[src/rtl/brd_pkg.sv]
// Shared types and constants for the bounded ring deque.
// No dependencies.
`timescale 1ns / 1ps

package brd_pkg;

    localparam int unsigned DEPTH_DEFAULT = 64;

    localparam int unsigned OP_W     = 3;
    localparam int unsigned DATA_W   = 32;
    localparam int unsigned HELD_W   = 7;
    localparam int unsigned STATUS_W = 2;

    localparam logic [OP_W-1:0] OP_PUSH_FRONT = 3'd0;
    localparam logic [OP_W-1:0] OP_PUSH_BACK  = 3'd1;
    localparam logic [OP_W-1:0] OP_POP_FRONT  = 3'd2;
    localparam logic [OP_W-1:0] OP_POP_BACK   = 3'd3;
    localparam logic [OP_W-1:0] OP_COUNT      = 3'd4;
    localparam logic [OP_W-1:0] OP_VISIT      = 3'd5;

    localparam logic [STATUS_W-1:0] ST_OK    = 2'd0;
    localparam logic [STATUS_W-1:0] ST_EMPTY = 2'd1;
    localparam logic [STATUS_W-1:0] ST_FULL  = 2'd2;

    // Controller to datapath
    typedef struct packed {
        logic accept;
        logic push_front;
        logic push_back;
        logic pop_front;
        logic pop_back;
        logic visit_start;
        logic visit_step;
    } cmd_t;

    // Datapath to controller
    typedef struct packed {
        logic empty;
        logic full;
        logic single;
        logic step_last;
    } sts_t;

endpackage

[src/rtl/brd_ctrl.sv]
// Request sequencer for the bounded ring deque: decodes requests, issues datapath commands,
// drives the result strobe, status and last flag. Depends on brd_pkg.
`timescale 1ns / 1ps

module brd_ctrl (
    input  logic                          clk,
    input  logic                          rst_n,
    input  logic                          start,
    input  logic [brd_pkg::OP_W-1:0]      op,
    input  brd_pkg::sts_t                 sts,
    output brd_pkg::cmd_t                 cmd,
    output logic                          busy,
    output logic                          strobe,
    output logic [brd_pkg::STATUS_W-1:0]  status,
    output logic                          last
);
    import brd_pkg::*;

    typedef enum logic [1:0] {
        S_IDLE,
        S_RESP,
        S_VISIT
    } state_t;

    state_t                state_reg;
    logic                  strobe_reg;
    logic                  last_reg;
    logic [STATUS_W-1:0]   status_reg;

    logic                  accept;
    state_t                acc_state;
    logic [STATUS_W-1:0]   acc_status;
    logic                  acc_last;

    assign accept = start && (state_reg == S_IDLE);

    always_comb
    begin
        cmd        = '0;
        acc_state  = S_RESP;
        acc_status = ST_OK;
        acc_last   = 1'b1;
        cmd.accept = accept;
        if (accept)
        begin
            unique case (op)
                OP_PUSH_FRONT:
                begin
                    if (sts.full)
                    begin
                        acc_status = ST_FULL;
                    end
                    else
                    begin
                        cmd.push_front = 1'b1;
                    end
                end
                OP_PUSH_BACK:
                begin
                    if (sts.full)
                    begin
                        acc_status = ST_FULL;
                    end
                    else
                    begin
                        cmd.push_back = 1'b1;
                    end
                end
                OP_POP_FRONT:
                begin
                    if (sts.empty)
                    begin
                        acc_status = ST_EMPTY;
                    end
                    else
                    begin
                        cmd.pop_front = 1'b1;
                    end
                end
                OP_POP_BACK:
                begin
                    if (sts.empty)
                    begin
                        acc_status = ST_EMPTY;
                    end
                    else
                    begin
                        cmd.pop_back = 1'b1;
                    end
                end
                OP_VISIT:
                begin
                    if (sts.empty)
                    begin
                        acc_status = ST_EMPTY;
                    end
                    else
                    begin
                        cmd.visit_start = 1'b1;
                        acc_state       = S_VISIT;
                        acc_last        = sts.single;
                    end
                end
                default:
                begin
                end
            endcase
        end
        // advance the walk until the final word is out
        if ((state_reg == S_VISIT) && !last_reg)
        begin
            cmd.visit_step = 1'b1;
        end
    end

    always_ff @(posedge clk or negedge rst_n)
    begin
        if (!rst_n)
        begin
            state_reg  <= S_IDLE;
            strobe_reg <= 1'b0;
            last_reg   <= 1'b0;
            status_reg <= ST_OK;
        end
        else
        begin
            unique case (state_reg)
                S_IDLE:
                begin
                    if (accept)
                    begin
                        state_reg  <= acc_state;
                        strobe_reg <= 1'b1;
                        status_reg <= acc_status;
                        last_reg   <= acc_last;
                    end
                end
                S_RESP:
                begin
                    state_reg  <= S_IDLE;
                    strobe_reg <= 1'b0;
                end
                S_VISIT:
                begin
                    if (last_reg)
                    begin
                        state_reg  <= S_IDLE;
                        strobe_reg <= 1'b0;
                    end
                    else
                    begin
                        last_reg <= sts.step_last;
                    end
                end
                default:
                begin
                    state_reg  <= S_IDLE;
                    strobe_reg <= 1'b0;
                end
            endcase
        end
    end

    assign busy   = (state_reg != S_IDLE);
    assign strobe = strobe_reg;
    assign status = status_reg;
    assign last   = last_reg;

endmodule

[src/rtl/brd_dp.sv]
// Datapath for the bounded ring deque: word store, front index, entry count and walk index.
// Depends on brd_pkg; driven by brd_ctrl commands.
`timescale 1ns / 1ps

module brd_dp #(
    parameter int unsigned DEPTH = brd_pkg::DEPTH_DEFAULT
) (
    input  logic                                clk,
    input  logic                                rst_n,
    input  brd_pkg::cmd_t                       cmd,
    input  logic signed [brd_pkg::DATA_W-1:0]   value,
    output brd_pkg::sts_t                       sts,
    output logic signed [brd_pkg::DATA_W-1:0]   data,
    output logic [brd_pkg::HELD_W-1:0]          held
);
    import brd_pkg::*;

    localparam int unsigned IW = $clog2(DEPTH);
    localparam int unsigned CW = $clog2(DEPTH + 1);

    logic signed [DATA_W-1:0] store_mem [DEPTH];

    logic [IW-1:0]            front_reg;
    logic [IW-1:0]            front_next;
    logic [CW-1:0]            count_reg;
    logic [CW-1:0]            count_next;
    logic [IW-1:0]            walk_reg;
    logic [IW-1:0]            walk_next;
    logic                     sel_mem_reg;
    logic signed [DATA_W-1:0] rd_data_reg;

    logic                     wr_en;
    logic [IW-1:0]            wr_addr;
    logic                     rd_en;
    logic [IW-1:0]            rd_addr;
    logic [IW-1:0]            walk_inc;
    logic [IW-1:0]            front_dec;

    // ring position (base + offset) mod DEPTH, both operands below DEPTH
    function automatic logic [IW-1:0] ring_add(input logic [IW-1:0] base,
                                               input logic [IW-1:0] offset);
        logic [IW:0] sum;
        sum = {1'b0, base} + {1'b0, offset};
        if (sum >= (IW+1)'(DEPTH))
        begin
            sum = sum - (IW+1)'(DEPTH);
        end
        return sum[IW-1:0];
    endfunction

    assign walk_inc  = walk_reg + IW'(1);
    assign front_dec = ring_add(front_reg, IW'(DEPTH - 1));

    always_comb
    begin
        wr_en      = 1'b0;
        wr_addr    = front_dec;
        rd_en      = 1'b0;
        rd_addr    = front_reg;
        front_next = front_reg;
        count_next = count_reg;
        walk_next  = walk_reg;
        priority if (cmd.push_front)
        begin
            wr_en      = 1'b1;
            wr_addr    = front_dec;
            front_next = front_dec;
            count_next = count_reg + CW'(1);
        end
        else if (cmd.push_back)
        begin
            wr_en      = 1'b1;
            wr_addr    = ring_add(front_reg, count_reg[IW-1:0]);
            count_next = count_reg + CW'(1);
        end
        else if (cmd.pop_front)
        begin
            rd_en      = 1'b1;
            rd_addr    = front_reg;
            front_next = ring_add(front_reg, IW'(1));
            count_next = count_reg - CW'(1);
        end
        else if (cmd.pop_back)
        begin
            rd_en      = 1'b1;
            rd_addr    = ring_add(front_reg, IW'(count_reg - CW'(1)));
            count_next = count_reg - CW'(1);
        end
        else if (cmd.visit_start)
        begin
            rd_en     = 1'b1;
            rd_addr   = front_reg;
            walk_next = '0;
        end
        else if (cmd.visit_step)
        begin
            rd_en     = 1'b1;
            rd_addr   = ring_add(front_reg, walk_inc);
            walk_next = walk_inc;
        end
    end

    always_ff @(posedge clk or negedge rst_n)
    begin
        if (!rst_n)
        begin
            front_reg   <= '0;
            count_reg   <= '0;
            walk_reg    <= '0;
            sel_mem_reg <= 1'b0;
        end
        else
        begin
            front_reg <= front_next;
            count_reg <= count_next;
            walk_reg  <= walk_next;
            if (cmd.accept)
            begin
                sel_mem_reg <= cmd.pop_front || cmd.pop_back || cmd.visit_start;
            end
        end
    end

    always_ff @(posedge clk)
    begin
        if (wr_en)
        begin
            store_mem[wr_addr] <= value;
        end
        if (rd_en)
        begin
            rd_data_reg <= store_mem[rd_addr];
        end
    end

    assign sts.empty     = (count_reg == '0);
    assign sts.full      = (count_reg == CW'(DEPTH));
    assign sts.single    = (count_reg == CW'(1));
    assign sts.step_last = ((CW+1)'(walk_reg) + (CW+1)'(2)) == (CW+1)'(count_reg);

    assign data = sel_mem_reg ? rd_data_reg : '0;
    assign held = HELD_W'(count_reg);

endmodule

[src/rtl/bounded_ring_deque_top.sv]
// Top level of the bounded ring deque of signed 32-bit words.
// Depends on brd_pkg, brd_ctrl and brd_dp.
`timescale 1ns / 1ps

// A request is taken when start is high and busy is low. Push, pop, count and any other
// code give one result in the cycle after the request; visit on a non-empty deque gives
// one result per held word, front first, in consecutive cycles, read through the
// registered read port of the word store. Results appear on data, held, status and last
// for exactly one cycle with strobe high and are never held back: the receiver must take
// every strobe. busy stays high from the request until the cycle of its last result.
module bounded_ring_deque_top #(
    parameter int unsigned DEPTH = brd_pkg::DEPTH_DEFAULT
) (
    input  logic                                clk,
    input  logic                                rst_n,
    input  logic                                start,
    output logic                                busy,
    input  logic [brd_pkg::OP_W-1:0]            op,
    input  logic signed [brd_pkg::DATA_W-1:0]   value,
    output logic                                strobe,
    output logic signed [brd_pkg::DATA_W-1:0]   data,
    output logic [brd_pkg::HELD_W-1:0]          held,
    output logic [brd_pkg::STATUS_W-1:0]        status,
    output logic                                last
);
    import brd_pkg::*;

    cmd_t cmd;
    sts_t sts;

    brd_ctrl u_ctrl (
        .clk    (clk),
        .rst_n  (rst_n),
        .start  (start),
        .op     (op),
        .sts    (sts),
        .cmd    (cmd),
        .busy   (busy),
        .strobe (strobe),
        .status (status),
        .last   (last)
    );

    brd_dp #(
        .DEPTH (DEPTH)
    ) u_dp (
        .clk   (clk),
        .rst_n (rst_n),
        .cmd   (cmd),
        .value (value),
        .sts   (sts),
        .data  (data),
        .held  (held)
    );

endmodule

[config.mk]
export PLATFORM = sky130hd
export DESIGN_NAME = bounded_ring_deque_top
export DESIGN_NICKNAME = d
export VERILOG_FILES = /design/src/rtl/brd_pkg.sv /design/src/rtl/brd_ctrl.sv /design/src/rtl/brd_dp.sv /design/src/rtl/bounded_ring_deque_top.sv
export SDC_FILE = /design/constraint.sdc
export NUM_CORES = 2
export LEC_CHECK = 0
export BUFFER_PORTS_ARGS = -buffer_cell sky130_fd_sc_hd__buf_2
export CAP_MARGIN = 10
export CORE_ASPECT_RATIO = 0.6
export CORE_MARGIN = 2
export CORE_UTILIZATION = 65
export DETAILED_ROUTE_END_ITERATION = 8
export GPL_ROUTABILITY_DRIVEN = 0
export PLACE_DENSITY = 0.82
export SYNTH_ARGS = -nofsm -noshare
export SYNTH_HDL_FRONTEND = slang
export SYNTH_SLANG_ARGS = --single-unit
[constraint.sdc]
create_clock -name clk -period 7.95 [get_ports clk]
set_clock_uncertainty 0.05 [all_clocks]
set_input_delay 1.59 -clock clk [delete_from_list [all_inputs] [get_ports clk]]
set_output_delay 1.59 -clock clk [all_outputs]
set_load 0.005 [all_outputs]
==> summary.md <==
The path with the worst hold slack has its endpoint at u_ctrl.status[0]. Based on the critical path, the design can be clocked at up to 176 MHz. The effective utilization at floorplan is 65.4%, and the cell area after technology mapping is 82700 µm².

The worst reg2reg path startpoint is u_dp.held[0]. After detailed routing, the average wire length per cell comes to 32.3 µm. For the final routed database, the setup TNS stands at 0 ns. Buffers added to address setup during post-CTS repair amount to 0. The sequential fraction of the synthesis area came out at 76.4%.

The number of port buffers works out to 81. Setup repair after global routing left no endpoint under its margin. In this run the core area contains 101 standard-cell rows. In this run, the number of DRC markers left after iteration 0 of detailed routing was 9010. Global routing used 34.2% of the available tracks. Across the run, the number of max-cap violations was 0. In this run the register-to-register setup slack is 2.27 ns. Relative area change from synthesis to final layout: 10.4%. The floorplan step set the die height to 280 µm.

The initial antenna violation count is 10, and the clock period minus worst slack is 5.68 ns. The number of flops mapped to enable cells by yosys is 2080. The number of flip-flops and latches in the synthesized netlist works out to 2106. Static leakage: 29.8 nW. The worst-case IR drop observed on VDD is 0.327 mV. The origin of the worst min-delay path was u_ctrl.status[0].

The total power per unit cell area is 334 nW/µm². In this run the count of I/O pins placed on the die edge is 82. The floorplan step defined a core boundary enclosing 126000 µm².

After synthesis, the netlist uses 76 different library cells. Sorting the synthesized cells by how often they occur yields 2080 x sky130_fd_sc_hd__edfxtp_1, 763 x sky130_fd_sc_hd__nand2_1, 368 x sky130_fd_sc_hd__mux2i_1. For this run, the number of Yosys warnings is 0.

Post-CTS repair changed the size of 0 cells. The switching share of power came out at 33.9%. The mean area per synthesized cell is 16.9 µm², and the total via count in the routed design is 48800.

The maximum fanout along the worst path came out at 40. The die covers 130000 µm². Entering global routing, the biggest net connects 84 pins. The depth of the worst register-to-register path is 12. Combinational share of power: 30.8%.

The synthesized design devotes to its leading area cell type 75.6% of total area. The remaining global-route overflow was 0. Of all cell types, the one taking the most synthesized area is sky130_fd_sc_hd__edfxtp_1.

The first global-routing pass estimated 322000 µm of wire. At the end of the flow the core is filled with cells to 72.2%. After clock tree synthesis, the clock-pin slew on the worst setup and hold paths is 0.07 ns. In this run, post-CTS hold repair placed 0 buffers. Counting along the longest clock path gives a buffer depth of 3. The tools report the final number of hold-violating endpoints as 0.

The tools report the critical path arrival as 6.17 ns. In this run the worst hold path is classified as flip-flop to flip-flop. In the finished design, the share of the clock period the worst path needs comes to 71.5%. The logs give 0 for the number of setup violations in the final report and 41.7% for the sequential share of power.

Cells with a size suffix above 1 make up 14.3% of the layout. Cell internal power was estimated by the tool at 20.1 mW. The register with the most flip-flops in the layout has 2048 of them.

The tools report the master cell of the clock root buffer as sky130_fd_sc_hd__clkbuf_16. After the last flow step, the layout net total stands at 5083. At the worst endpoint, the required time is 8.43 ns. The switching power total came out at 10.3 mW. Yosys instantiated no cell more often than sky130_fd_sc_hd__edfxtp_1. STA classifies the critical path endpoint as a flip-flop. The number of buffers added by the clock tree synthesis step was 172.

The flow ran to the end, and the final reports show no timing, DRC or antenna violations. The final wirelength was 222000 µm; the horizontal die dimension was 464 µm. In the synthesized netlist, the number of instances is 4893.

The logs give 8 for the number of detailed-route iterations in the first pass and 27.6% for the part of the total power dissipated in the clock network. The total number of clock tree sinks was 2106; the actual transition at the worst max-transition pin was 1.34 ns. Max-slew violation total from the final report: 0.

After legalization and detailed placement, the total HPWL measured 130000 µm. The H-tree level count was 4; the worst hold path depth was 2. The fraction of synthesis flops using an asynchronous set or reset pin is 1.23%, and the residual DRC count is 0. The number of nets in the synthesized netlist is 4956. Fill cell total of the finished layout: 7195. The via count of the first global-routing pass is 47000.

Ranked by total cell area, the synthesized netlist is headed by sky130_fd_sc_hd__edfxtp_1 76%, sky130_fd_sc_hd__mux2i_1 4.5%, sky130_fd_sc_hd__mux4_2 4.1%. Measured against its own limit, the worst slew margin works out to 10.5%. Number of nets with antenna violations after detailed routing: 0. The tools report the capture point of the worst reg-to-reg path as u_dp.rd_data_reg[11].

STA classifies the critical path startpoint as a flip-flop. Using the TritonRoute via totals, the vias-per-cell ratio works out to 7.11. The run gives 0.82 ns as the clock latency at the later pin of the worst-skew pair. TritonCTS built the clock tree.

Among all flip-flop cells after synthesis, the most frequent one is sky130_fd_sc_hd__edfxtp_1. The start-to-end type of the worst setup path is flip-flop to flip-flop. The design draws 30.5 mW.
## cells in the final DEF (no fill, tap or decap), types with 104 or more instances in the layout
cell                        synthesis  final
sky130_fd_sc_hd__clkbuf_16          0    178
sky130_fd_sc_hd__buf_4             28    143
sky130_fd_sc_hd__mux4_2           150    150
sky130_fd_sc_hd__nand3_1          105    104
sky130_fd_sc_hd__o22ai_1          113    113
sky130_fd_sc_hd__a21oi_1          166    158
sky130_fd_sc_hd__a32oi_1          136    136
sky130_fd_sc_hd__nand2_1          763    760
sky130_fd_sc_hd__edfxtp_1        2080   2080
sky130_fd_sc_hd__mux2i_1          368    368
## per-stage QoR
| stage | instance area (µm²) | setup WS (ns) | hold slack [ns] | std cells |
|---|---|---|---|---|
| after floorplan | 82700 | 2.79 | 0.417 | 4893 |
| after global placement | 85700 | 1.94 | 0.410 | 6535 |
| after detailed placement | 85700 | 1.79 | 0.414 | 6535 |
| after CTS | 91000 | 2.48 | 0.455 | 6842 |
| after global routing | 91200 | 2.14 | 0.488 | 6852 |
| final | 91200 | 2.27 | 0.454 | 6854 |
## power groups by stage
stage | clock network, mW | registers (mW) | logic (mW)
after floorplan | 0 | 12.8 | 6.06
after global placement | 0 | 12.9 | 8.72
after detailed placement | 0 | 12.9 | 8.97
after CTS | 8.41 | 12.7 | 9.12
after global routing | 8.80 | 12.7 | 9.77
final | 8.40 | 12.7 | 9.37
## how the worst max path moves through the flow
stage,start,endpoint
2_1_floorplan,op[1],u_dp.store_mem[14][0]
3_3_place_gp,op[2],u_dp.rd_data_reg[10]
3_5_place_dp,op[2],u_dp.rd_data_reg[15]
4_1_cts,u_dp.held[1],u_dp.rd_data_reg[10]
5_1_grt,u_dp.held[1],u_dp.rd_data_reg[10]
6_report,u_dp.held[0],u_dp.rd_data_reg[11]
## worst max-delay path: stages (launching register included)
cell and delay, ns:
sky130_fd_sc_hd__dfrtp_1 0.55, sky130_fd_sc_hd__inv_1 0.18, sky130_fd_sc_hd__ha_1 0.29, sky130_fd_sc_hd__nand2b_1 0.34, sky130_fd_sc_hd__o211a_1 0.55, sky130_fd_sc_hd__a221oi_4 0.79, sky130_fd_sc_hd__a31oi_1 0.44, sky130_fd_sc_hd__nand2_2 0.68
sky130_fd_sc_hd__buf_4 0.57, sky130_fd_sc_hd__o22ai_1 0.13, sky130_fd_sc_hd__o21ai_0 0.37, sky130_fd_sc_hd__and4_1 0.30, sky130_fd_sc_hd__nand4_1 0.10
## layout make-up
class	count	area, µm²	area share, %
Antenna cell	2	5.00	0.00549
Clock buffer	219	4610	5.05
Clock inverter	88	773	0.847
Inverter	13	48.8	0.0535
Multi-Input combinational cell	2480	18600	20.4
Sequential cell	2106	63100	69.2
Tap cell	1699	2130	2.33
Timing Repair Buffer	247	1920	2.11
## logic make-up (layout without fill, tap and decap cells)
group                    count (synthesis)  after routing  share of synthesized area, %
other                                    0              2                             0
multiplexers                           521            521                          8.58
AO/OA/AOI/OAI                          737            737                          6.31
AND/OR/NAND/NOR                       1161           1161                          6.10
XOR/XNOR                                36             36                         0.381
buffers and inverters                  307            567                          1.87
flip-flops                            2106           2106                          76.4
adder cells (fa/ha/maj)                 25             25                         0.406
## metal layers
metal  wire (µm)  track usage [%]  vias up
met2       96900             49.2     4354
met4        9060             13.3       10
met1       81500             50.5    24200
met3       34100             9.64      572
met5          68                0        -
li1            -                -    19600
(Power assumes the default switching activity.)
